[config.mk]
export PLATFORM = sky130hd
export DESIGN_NAME = fifo_thread_scheduler_semaphores_flat
export DESIGN_NICKNAME = d
export VERILOG_FILES = /design/src/sv/fts_pkg.sv /design/src/sv/fts_intf.sv /design/src/sv/fifo_thread_scheduler_semaphores.sv /design/src/flat_wrapper.sv
export SDC_FILE = /design/constraint.sdc
export NUM_CORES = 1
export LEC_CHECK = 0
export ABC_CLOCK_PERIOD_IN_PS = 7000
export BUFFER_PORTS_ARGS = -buffer_cell sky130_fd_sc_hd__buf_2
export CORE_UTILIZATION = 56
export CTS_BUF_LIST = sky130_fd_sc_hd__clkbuf_16
export CTS_CLUSTER_SIZE = 40
export DETAILED_ROUTE_END_ITERATION = 6
export GPL_ROUTABILITY_DRIVEN = 0
export GPL_TIMING_DRIVEN = 0
export PLACE_DENSITY_LB_ADDON = 0.1
export RECOVER_POWER = 50
export SLEW_MARGIN = 10
export SYNTH_ARGS = -nofsm -noshare
export SYNTH_HDL_FRONTEND = slang
export SYNTH_SLANG_ARGS = --single-unit
[constraint.sdc]
create_clock -name clk_i -period 7 [get_ports clk_i]
set_input_delay 1.4 -clock clk_i [delete_from_list [all_inputs] [get_ports clk_i]]
set_output_delay 1.4 -clock clk_i [all_outputs]
set_load 0.03 [all_outputs]
[src/sv/fts_pkg.sv]
// fts_pkg: shared types and constants of the round-robin thread scheduler
// holds opcode, status and state encodings plus the fixed payload widths
// no dependencies
`timescale 1ns / 1ps
`default_nettype none

package fts_pkg;

  // fixed payload widths
  localparam int OPCODE_W     = 3;
  localparam int THREAD_ID_W  = 4;
  localparam int SEM_INDEX_W  = 3;
  localparam int INIT_VALUE_W = 8;
  localparam int STATUS_W     = 3;

  // default sizing
  localparam int DEF_MAX_THREADS    = 16;
  localparam int DEF_NUM_SEMAPHORES = 8;
  localparam int DEF_COUNT_WIDTH    = 8;

  // event opcodes
  typedef enum logic [OPCODE_W-1:0] {
    OP_LAUNCH  = 3'd0,
    OP_START   = 3'd1,
    OP_RELINQ  = 3'd2,
    OP_EXIT    = 3'd3,
    OP_WAIT    = 3'd4,
    OP_SIGNAL  = 3'd5,
    OP_INIT    = 3'd6
  } op_e;

  // result status codes
  typedef enum logic [STATUS_W-1:0] {
    STAT_OK          = 3'd0,
    STAT_NO_THREADS  = 3'd1,
    STAT_READY_EMPTY = 3'd2,
    STAT_DEADLOCK    = 3'd3,
    STAT_DUPLICATE   = 3'd4,
    STAT_SATURATED   = 3'd5,
    STAT_HALTED      = 3'd6
  } status_e;

  // sequencer states
  typedef enum logic [1:0] {
    S_IDLE,
    S_EXEC,
    S_WAKE
  } state_e;

endpackage

`default_nettype wire

[src/sv/fts_intf.sv]
// fts_intf: valid/ready channels of the thread scheduler
// event channel into the block and result channel out of it
// depends on fts_pkg for the payload widths
`timescale 1ns / 1ps
`default_nettype none

interface fts_evt_if;
  logic                               valid;
  logic                               ready;
  logic [fts_pkg::OPCODE_W-1:0]       opcode;
  logic [fts_pkg::THREAD_ID_W-1:0]    thread_id;
  logic [fts_pkg::SEM_INDEX_W-1:0]    sem_index;
  logic [fts_pkg::INIT_VALUE_W-1:0]   init_value;

  modport source (output valid, opcode, thread_id, sem_index, init_value, input ready);
  modport sink   (input valid, opcode, thread_id, sem_index, init_value, output ready);
endinterface

interface fts_res_if;
  logic                               valid;
  logic                               ready;
  logic [fts_pkg::THREAD_ID_W-1:0]    running_thread;
  logic                               running_valid;
  logic                               switched;
  logic [fts_pkg::STATUS_W-1:0]       status;

  modport source (output valid, running_thread, running_valid, switched, status,
                  input ready);
  modport sink   (input valid, running_thread, running_valid, switched, status,
                  output ready);
endinterface

`default_nettype wire

[src/sv/fifo_thread_scheduler_semaphores.sv]
// Round-robin thread scheduler with counting semaphores.
// Channels: evt_i takes one event beat (launch, start, relinquish, exit,
// wait, signal, semaphore init); res_o gives exactly one result beat per
// event with the running thread, a switch flag and a status code.
// Thread queues are linked lists in a next-pointer RAM; semaphore records
// (count, head, tail, empty) live in a second RAM. Both read synchronously.
// Sequence: an accepted event reads both RAMs, then does the read-modify-write
// and registers its result; a signal that wakes a waiter adds a WAKE state,
// as the link RAM is read a second time at the semaphore queue head.
// Events are not overlapped: a new event is taken only once the previous
// one has committed its read-then-write sequence on the two RAMs.
// A new event is taken while the previous result still sits in the output
// register; if the receiver stalls, the block holds its finished event and
// stops taking new beats until the output register frees up.
// Reset: all queues empty, semaphore counts zero, no thread running, not
// halted. Semaphore records are marked valid per entry, so no clearing pass
// is needed. After a crisis error every event reports halted until reset.
`timescale 1ns / 1ps
`default_nettype none

module fifo_thread_scheduler_semaphores #(
  parameter int MAX_THREADS    = fts_pkg::DEF_MAX_THREADS,
  parameter int NUM_SEMAPHORES = fts_pkg::DEF_NUM_SEMAPHORES,
  parameter int COUNT_WIDTH    = fts_pkg::DEF_COUNT_WIDTH
) (
  input  wire         clk_i,
  input  wire         rst_ni,
  fts_evt_if.sink     evt_i,
  fts_res_if.source   res_o
);

  localparam int TW   = (MAX_THREADS > 1) ? $clog2(MAX_THREADS) : 1;
  localparam int SW   = (NUM_SEMAPHORES > 1) ? $clog2(NUM_SEMAPHORES) : 1;
  localparam int CW   = COUNT_WIDTH;
  localparam int TidW = fts_pkg::THREAD_ID_W;
  localparam int OpW  = fts_pkg::OPCODE_W;
  localparam int IvW  = fts_pkg::INIT_VALUE_W;

  typedef struct packed {
    logic [CW-1:0] count;
    logic [TW-1:0] head;
    logic [TW-1:0] tail;
    logic          empty;
  } sem_rec_t;

  localparam sem_rec_t SemReset = '{count: '0, head: '0, tail: '0, empty: 1'b1};

  // sequencer
  fts_pkg::state_e state_q, state_d;

  // captured event
  logic [OpW-1:0] ev_op_q;
  logic [TW-1:0]  ev_tid_q;
  logic           ev_tid_ok_q;
  logic [SW-1:0]  ev_si_q;
  logic           ev_si_ok_q;
  logic [IvW-1:0] ev_iv_q;

  // scheduler registers
  logic [TW-1:0]          ready_head_q, ready_head_d;
  logic [TW-1:0]          ready_tail_q, ready_tail_d;
  logic                   ready_empty_q, ready_empty_d;
  logic [TW-1:0]          cur_q, cur_d;
  logic                   cur_valid_q, cur_valid_d;
  logic                   halted_q, halted_d;
  logic [MAX_THREADS-1:0] live_q, live_d;
  logic [NUM_SEMAPHORES-1:0] sem_vld_q;

  // memories
  logic [TW-1:0] link_mem [MAX_THREADS];
  logic [TW-1:0] link_rdata_q;
  sem_rec_t      sem_mem [NUM_SEMAPHORES];
  sem_rec_t      sem_rdata_q;
  logic          sem_hit_q;

  // output register
  logic            out_valid_q;
  logic [TidW-1:0] out_thread_q;
  logic            out_rvalid_q;
  logic            out_sw_q;
  fts_pkg::status_e out_status_q;

  // control
  logic          accept;
  logic          in_tid_ok;
  logic          in_si_ok;
  logic          wake;
  logic          done;
  logic          out_free;
  logic          commit;
  logic          link_re;
  logic [TW-1:0] link_raddr;
  logic          sem_re;
  logic [SW-1:0] sem_raddr;

  // datapath results
  sem_rec_t         sem_cur;
  sem_rec_t         sem_wd;
  logic             sem_we;
  logic             lk_we;
  logic [TW-1:0]    lk_wa;
  logic [TW-1:0]    lk_wd;
  fts_pkg::status_e status_c;
  logic             sw_c;

  assign in_tid_ok = 32'(evt_i.thread_id) < 32'(MAX_THREADS);
  assign in_si_ok  = 32'(evt_i.sem_index) < 32'(NUM_SEMAPHORES);
  assign accept    = evt_i.valid && evt_i.ready;
  assign out_free  = !out_valid_q || res_o.ready;
  assign sem_cur   = sem_hit_q ? sem_rdata_q : SemReset;

  // a signal with a nonempty wait queue needs the link of its head
  assign wake = !halted_q && (ev_op_q == fts_pkg::OP_SIGNAL) && ev_si_ok_q && !sem_cur.empty;

  // next state
  always_comb begin
    state_d = state_q;
    case (state_q)
      fts_pkg::S_IDLE: begin
        if (accept) state_d = fts_pkg::S_EXEC;
      end
      fts_pkg::S_EXEC: begin
        if (wake) state_d = fts_pkg::S_WAKE;
        else if (out_free) state_d = fts_pkg::S_IDLE;
      end
      fts_pkg::S_WAKE: begin
        if (out_free) state_d = fts_pkg::S_IDLE;
      end
      default: state_d = fts_pkg::S_IDLE;
    endcase
  end

  // sequencer outputs
  always_comb begin
    evt_i.ready = 1'b0;
    done        = 1'b0;
    link_re     = 1'b0;
    link_raddr  = ready_head_q;
    sem_re      = 1'b0;
    sem_raddr   = SW'(evt_i.sem_index);
    case (state_q)
      fts_pkg::S_IDLE: begin
        evt_i.ready = 1'b1;
        link_re     = evt_i.valid;
        sem_re      = evt_i.valid && in_si_ok;
      end
      fts_pkg::S_EXEC: begin
        done       = !wake;
        link_re    = wake;
        link_raddr = sem_cur.head;
      end
      fts_pkg::S_WAKE: begin
        done = 1'b1;
      end
      default: ;
    endcase
  end

  assign commit = done && out_free;

  // event execution: queue edits, dispatch and status
  always_comb begin
    logic          disp;
    logic [TW-1:0] pop_id;
    logic [TW-1:0] fwd;
    ready_head_d  = ready_head_q;
    ready_tail_d  = ready_tail_q;
    ready_empty_d = ready_empty_q;
    cur_d         = cur_q;
    cur_valid_d   = cur_valid_q;
    halted_d      = halted_q;
    live_d        = live_q;
    sem_wd        = sem_cur;
    sem_we        = 1'b0;
    lk_we         = 1'b0;
    lk_wa         = ready_tail_q;
    lk_wd         = '0;
    status_c      = fts_pkg::STAT_OK;
    sw_c          = 1'b0;
    disp          = 1'b0;
    pop_id        = '0;
    fwd           = '0;

    if (halted_q) begin
      status_c = fts_pkg::STAT_HALTED;
    end else begin
      case (fts_pkg::op_e'(ev_op_q))
        fts_pkg::OP_LAUNCH: begin
          if (ev_tid_ok_q) begin
            if (live_q[ev_tid_q]) begin
              status_c = fts_pkg::STAT_DUPLICATE;
            end else begin
              live_d[ev_tid_q] = 1'b1;
              if (ready_empty_q) begin
                ready_head_d  = ev_tid_q;
                ready_empty_d = 1'b0;
              end else begin
                lk_we = 1'b1;
                lk_wa = ready_tail_q;
                lk_wd = ev_tid_q;
              end
              ready_tail_d = ev_tid_q;
            end
          end
        end
        fts_pkg::OP_START: begin
          if (!cur_valid_q) begin
            if (ready_empty_q) begin
              status_c    = fts_pkg::STAT_NO_THREADS;
              halted_d    = 1'b1;
            end else begin
              disp = 1'b1;
            end
          end
        end
        fts_pkg::OP_RELINQ: begin
          if (cur_valid_q) begin
            if (ready_empty_q) begin
              ready_head_d  = cur_q;
              ready_empty_d = 1'b0;
            end else begin
              lk_we = 1'b1;
              lk_wa = ready_tail_q;
              lk_wd = cur_q;
            end
            ready_tail_d = cur_q;
            disp         = 1'b1;
          end
        end
        fts_pkg::OP_EXIT: begin
          if (cur_valid_q) begin
            live_d[cur_q] = 1'b0;
            cur_valid_d   = 1'b0;
            if (ready_empty_q) begin
              status_c = fts_pkg::STAT_READY_EMPTY;
              halted_d = 1'b1;
            end else begin
              disp = 1'b1;
            end
          end
        end
        fts_pkg::OP_WAIT: begin
          if (ev_si_ok_q) begin
            if (sem_cur.count != '0) begin
              sem_wd.count = sem_cur.count - CW'(1);
              sem_we       = 1'b1;
            end else if (cur_valid_q) begin
              // block the running thread on the semaphore queue
              if (sem_cur.empty) begin
                sem_wd.head  = cur_q;
                sem_wd.empty = 1'b0;
              end else begin
                lk_we = 1'b1;
                lk_wa = sem_cur.tail;
                lk_wd = cur_q;
              end
              sem_wd.tail = cur_q;
              sem_we      = 1'b1;
              cur_valid_d = 1'b0;
              if (ready_empty_q) begin
                status_c = fts_pkg::STAT_DEADLOCK;
                halted_d = 1'b1;
              end else begin
                disp = 1'b1;
              end
            end
          end
        end
        fts_pkg::OP_SIGNAL: begin
          if (ev_si_ok_q) begin
            if (!sem_cur.empty) begin
              // move the first waiter to the ready tail
              pop_id = sem_cur.head;
              if (sem_cur.head == sem_cur.tail) sem_wd.empty = 1'b1;
              else sem_wd.head = link_rdata_q;
              sem_we = 1'b1;
              if (ready_empty_q) begin
                ready_head_d  = pop_id;
                ready_empty_d = 1'b0;
              end else begin
                lk_we = 1'b1;
                lk_wa = ready_tail_q;
                lk_wd = pop_id;
              end
              ready_tail_d = pop_id;
            end else if (sem_cur.count == '1) begin
              status_c = fts_pkg::STAT_SATURATED;
            end else begin
              sem_wd.count = sem_cur.count + CW'(1);
              sem_we       = 1'b1;
            end
          end
        end
        fts_pkg::OP_INIT: begin
          if (ev_si_ok_q) begin
            if (33'(ev_iv_q) > 33'({CW{1'b1}})) begin
              sem_wd.count = '1;
              status_c     = fts_pkg::STAT_SATURATED;
            end else begin
              sem_wd.count = CW'(ev_iv_q);
            end
            sem_wd.head  = '0;
            sem_wd.tail  = '0;
            sem_wd.empty = 1'b1;
            sem_we       = 1'b1;
          end
        end
        default: ;
      endcase

      // dispatch the ready head, forwarding a link written by this event
      if (disp) begin
        fwd = (lk_we && (lk_wa == ready_head_q)) ? lk_wd : link_rdata_q;
        sw_c = !cur_valid_d || (cur_q != ready_head_d);
        cur_d = ready_head_d;
        if (ready_head_d == ready_tail_d) ready_empty_d = 1'b1;
        else ready_head_d = fwd;
        cur_valid_d = 1'b1;
      end

      if (halted_d) cur_valid_d = 1'b0;
    end
  end

  // link ram
  always_ff @(posedge clk_i) begin
    if (commit && lk_we) link_mem[lk_wa] <= lk_wd;
    if (link_re) link_rdata_q <= link_mem[link_raddr];
  end

  // semaphore ram
  always_ff @(posedge clk_i) begin
    if (commit && sem_we) sem_mem[ev_si_q] <= sem_wd;
    if (sem_re) begin
      sem_rdata_q <= sem_mem[sem_raddr];
      sem_hit_q   <= sem_vld_q[sem_raddr];
    end
  end

  // event capture
  always_ff @(posedge clk_i) begin
    if (accept) begin
      ev_op_q     <= evt_i.opcode;
      ev_tid_q    <= TW'(evt_i.thread_id);
      ev_tid_ok_q <= in_tid_ok;
      ev_si_q     <= SW'(evt_i.sem_index);
      ev_si_ok_q  <= in_si_ok;
      ev_iv_q     <= evt_i.init_value;
    end
  end

  // control and scheduler state
  always_ff @(posedge clk_i or negedge rst_ni) begin
    if (!rst_ni) begin
      state_q       <= fts_pkg::S_IDLE;
      ready_head_q  <= '0;
      ready_tail_q  <= '0;
      ready_empty_q <= 1'b1;
      cur_q         <= '0;
      cur_valid_q   <= 1'b0;
      halted_q      <= 1'b0;
      live_q        <= '0;
      sem_vld_q     <= '0;
      out_valid_q   <= 1'b0;
    end else begin
      state_q <= state_d;
      if (commit) begin
        ready_head_q  <= ready_head_d;
        ready_tail_q  <= ready_tail_d;
        ready_empty_q <= ready_empty_d;
        cur_q         <= cur_d;
        cur_valid_q   <= cur_valid_d;
        halted_q      <= halted_d;
        live_q        <= live_d;
        if (sem_we) sem_vld_q[ev_si_q] <= 1'b1;
        out_valid_q   <= 1'b1;
      end else if (res_o.ready) begin
        out_valid_q <= 1'b0;
      end
    end
  end

  // result beat payload
  always_ff @(posedge clk_i) begin
    if (commit) begin
      out_thread_q <= cur_valid_d ? TidW'(cur_d) : '0;
      out_rvalid_q <= cur_valid_d;
      out_sw_q     <= sw_c;
      out_status_q <= status_c;
    end
  end

  assign res_o.valid          = out_valid_q;
  assign res_o.running_thread = out_thread_q;
  assign res_o.running_valid  = out_rvalid_q;
  assign res_o.switched       = out_sw_q;
  assign res_o.status         = out_status_q;

endmodule

`default_nettype wire
[src/flat_wrapper.sv]
// flat-port wrapper written by rule: the top's interface ports become plain ports
module fifo_thread_scheduler_semaphores_flat 
#(
  parameter int MAX_THREADS    = fts_pkg::DEF_MAX_THREADS,
  parameter int NUM_SEMAPHORES = fts_pkg::DEF_NUM_SEMAPHORES,
  parameter int COUNT_WIDTH    = fts_pkg::DEF_COUNT_WIDTH
)
  (clk_i, rst_ni, evt_i_valid, evt_i_opcode, evt_i_thread_id, evt_i_sem_index, evt_i_init_value, evt_i_ready, res_o_valid, res_o_running_thread, res_o_running_valid, res_o_switched, res_o_status, res_o_ready);
  fts_evt_if evt_i_i ();
  fts_res_if res_o_i ();
  input  wire clk_i;
  input  wire rst_ni;
  input wire logic [$bits(evt_i_i.valid)-1:0] evt_i_valid;
  input wire logic [$bits(evt_i_i.opcode)-1:0] evt_i_opcode;
  input wire logic [$bits(evt_i_i.thread_id)-1:0] evt_i_thread_id;
  input wire logic [$bits(evt_i_i.sem_index)-1:0] evt_i_sem_index;
  input wire logic [$bits(evt_i_i.init_value)-1:0] evt_i_init_value;
  output wire logic [$bits(evt_i_i.ready)-1:0] evt_i_ready;
  output wire logic [$bits(res_o_i.valid)-1:0] res_o_valid;
  output wire logic [$bits(res_o_i.running_thread)-1:0] res_o_running_thread;
  output wire logic [$bits(res_o_i.running_valid)-1:0] res_o_running_valid;
  output wire logic [$bits(res_o_i.switched)-1:0] res_o_switched;
  output wire logic [$bits(res_o_i.status)-1:0] res_o_status;
  input wire logic [$bits(res_o_i.ready)-1:0] res_o_ready;
  assign evt_i_i.valid = evt_i_valid;
  assign evt_i_i.opcode = evt_i_opcode;
  assign evt_i_i.thread_id = evt_i_thread_id;
  assign evt_i_i.sem_index = evt_i_sem_index;
  assign evt_i_i.init_value = evt_i_init_value;
  assign evt_i_ready = evt_i_i.ready;
  assign res_o_valid = res_o_i.valid;
  assign res_o_running_thread = res_o_i.running_thread;
  assign res_o_running_valid = res_o_i.running_valid;
  assign res_o_switched = res_o_i.switched;
  assign res_o_status = res_o_i.status;
  assign res_o_i.ready = res_o_ready;
  fifo_thread_scheduler_semaphores #(.MAX_THREADS(MAX_THREADS), .NUM_SEMAPHORES(NUM_SEMAPHORES), .COUNT_WIDTH(COUNT_WIDTH)) u_core (.clk_i(clk_i), .rst_ni(rst_ni), .evt_i(evt_i_i), .res_o(res_o_i));
endmodule
==> flow_summary.yaml <==
outcome:
  status: "finished with violations"
  violations: "design-rule violations, max-capacitance violations, max-slew violations"
route:
  via_per_inst: 6.289
  route.met3.wl_mm: 2.407
  wl_met2_mm: 15.10
  drtIter0Drc: 1115
  first_pass_iters: 7
  wl_mm: 32.44
  drt.antenna.violating_nets: 0
  vias: 8672
  wl_met1_mm: 14.06
  routed.top_layer: "met4"
  wl_per_cell_um: 23.52
  drc_errors: 2
logic_synthesis:
  ys.flop_type: "edfxtp_1"
  yosysSeqAreaShare: 0.6376
  ys_ff_latch: 291
  synthTopCellsByArea: "edfxtp_1 (56%), mux4_2 (9.1%), dfrtp_1 (7.7%), o21ai_0 (2.8%), mux2_2 (1.9%)"
  synth_top_area_frac: 0.5590
  syn_nets: 990
  yosysWarningCount: 0
  ys_types: 62
  syn_inst: 963
  netlist_area_sq_um: 13380
  async_flop_share: 0.1443
  synth_top_cell_by_area: "edfxtp_1"
  synth_edf_count: 249
  avgSynthCellArea_sq_um: 13.89
cts:
  post_cts_resized: 0
  cts_hold_buffers: 0
  htreeDepth: 1
  clk_latency_ns: 0.57
  cts.sinks: 291
  cts_setup_buffers: 0
  cts.clk_slew.worst_paths_ns: 0.06
  tritoncts: "built"
  numCtsBuffers: 29
  clockBufferDepth: 3
  cts_root_buf: "clkbuf_16"
layout:
  n_antenna_cell: 0
  area_delta_synth_final_pct: 13.76
  layout_common_cells: "edfxtp_1 (249), clkbuf_1 (76), o21ai_0 (76)"
  mostFrequentLayoutCell: "edfxtp_1"
  multi_input_area_sq_um: 4541
  nets: 1064
  drive_above_1_share: 0.1651
  n_fill_cell: 1741
  seq_area_sq_um: 8529
sta:
  final-hold-violation-count: 0
  fmax_mhz: 222.3
  fin_crit_sh: 0.6427
  tns_ns: 0
  layout_setup_ws_ns: 2.501
  maxSlewViolCount: 75
  fin_worst_skew_ns: 0.01562
  relSlewSlack: -0.7962
  rsz0062_at_grt: "false"
  setup_viol: 0
  post-route-min-period_ns: 4.499
  worst_pin_slew_ns: 2.694
critical_path:
  path_max_fanout: 10
  cp_data_required_time_ns: 7.28
  crit_chain: "clkbuf_1 > nand3b_1 > clkbuf_1 > o31a_1 > o21ai_0 > nand2b_1 > a211oi_1 > nand2_1 > nor3_2 > buf_6 > buf_6"
  end_kind: "flop"
  rrSetupSlack_ns: 2.50
  critical_path.max_stage_delay_ns: 0.72
  startpoint_type: "flop"
  crit_arrival_ns: 4.78
  cpMaxStageDelayCell: "nor3_2"
  rr_startpoint: "u_core.ev_op_q[0]$_DFFE_PP_"
  crit_type: "reg -> reg"
  r2r_cells: 11
  r2r_end: "u_core.sem_mem[1][2]$_DFFE_PP_"
hold_path:
  min_to: "u_core.sem_vld_q[2]$_DFFE_PN0N_"
  holdPathStages: 1
  hold_start: "u_core.sem_vld_q[2]$_DFFE_PN0N_"
  worstHoldPathType: "reg -> reg"
power:
  peakVddDrop_uv: 226.7
  power_density_nw_per_um2: 350.3
  p_leak_nw: 5.231
die:
  start_util: 0.5699
  core_sq_um: 23470
  row_count: 56
  die-area_sq_um: 24510
  ios: 33
  die_w_um: 156.6
  die_h_um: 156.6
run:
  drv_cap: 2
global_route:
  grt_usage: 0.2740
  grt_pass1_vias: 8389
  grt_max_degree: 43
  antenna_found_initial: 0
  grt_pass1_wl_mm: 49.66
  global_route.overflow_total: 0
placement:
  post-place-ws_ns: 2.579
  port_buffers: 32
  detailed_place_hpwl_mm: 21.64
[metal layers]
layer  global-route usage  up-vias
met5                    0        -
met3              0.04708       65
met2               0.4324      400
li1                     -     3887
met1               0.3940     4320
met4              0.07796        0
[power by group]
group | internal, mW | leakage, nW | switching, mW
Combinational | 0.474 | 1.85 | 0.870
Sequential | 2.11 | 2.82 | 0.0975
Clock | 1.13 | 0.564 | 0.651
Total | 3.71 | 5.23 | 1.62
[metrics by stage]
step	cell area (sq um)	hold WS (ns)	utilization	std cells	power (mW)
finish	15220	0.4643	0.6483	1379	5.330
global route	15220	0.4814	0.6483	1379	5.553
CTS	15250	0.4674	0.6498	1379	5.342
detailed placement	14140	0.4524	0.6025	1325	3.567
global placement	13940	0.4471	0.5937	1314	3.545
floorplan	13380	0.4337	-	963	3.167
[worst max-delay path: cells and delay by family, from the launching register on]
kind | cells | cell delay (ns)
AO/OA/AOI/OAI | 3 | 1.04
flip-flops | 1 | 0.44
buffers and inverters | 4 | 1.12
AND/OR/NAND/NOR | 4 | 1.61
[kinds of logic after synthesis]
group | count (synthesis) | synth area share
xor gates and xnor gates | 18 | 0.01179
AOI/OAI and AO/OA | 205 | 0.09737
adders and majority gates | 5 | 0.004677
buffers and inverters | 86 | 0.02479
muxes | 99 | 0.1295
DFF | 291 | 0.6376
and+or+nand+nor | 259 | 0.09419
[registers in the layout, indices dropped and copies added (netlist names), 8 cells and up]
name / count
u_core.sem_mem: 136
u_core.sem_rdata_q: 17
u_core.sem_vld_q: 8
u_core.ev_iv_q: 8
u_core.link_mem: 64
u_core.live_q: 16
[final cells by class]
cell class | instances | share of cell area
well taps | 319 | 0.02623
clock inverters | 25 | 0.02532
multi-input cells | 586 | 0.2984
inverters | 21 | 0.005180
repair buffers | 43 | 0.02006
plain buffers | 65 | 0.01661
flip-flops and latches | 291 | 0.5605
clock buffers | 29 | 0.04769
[worst max-delay path by stage]
stage | endpoint | start | slack [ns]
after global placement | u_core.sem_mem[1][2]$_DFFE_PP_ | u_core.ev_op_q[0]$_DFFE_PP_ | 1.06
after floorplan | u_core.sem_mem[0][0]$_DFFE_PP_ | res_o_ready | 3.35
final | u_core.sem_mem[1][2]$_DFFE_PP_ | u_core.ev_op_q[0]$_DFFE_PP_ | 2.50
after CTS | u_core.sem_mem[1][2]$_DFFE_PP_ | u_core.ev_op_q[0]$_DFFE_PP_ | 2.55
after detailed placement | u_core.sem_mem[1][2]$_DFFE_PP_ | u_core.ev_op_q[0]$_DFFE_PP_ | 2.58
after global routing | u_core.sem_mem[1][2]$_DFFE_PP_ | u_core.ev_op_q[0]$_DFFE_PP_ | 2.32
[synth_stat cells (all sizes together) (12+ instances only)]
| master | n |
|---|---|
| mux2i | 19 |
| or2 | 13 |
| a21oi | 31 |
| or3 | 13 |
| mux2 | 24 |
| mux4 | 56 |
| inv | 20 |
| a31oi | 13 |
| nand2 | 68 |
| nor2 | 62 |
| edfxtp | 249 |
| nor2b | 12 |
| nand3 | 27 |
| nor3 | 18 |
| o22ai | 14 |
| o21ai | 76 |
| nand2b | 18 |
| clkbuf | 58 |
| dfrtp | 41 |
No activity file was read; power rests on OpenSTA's default activity.
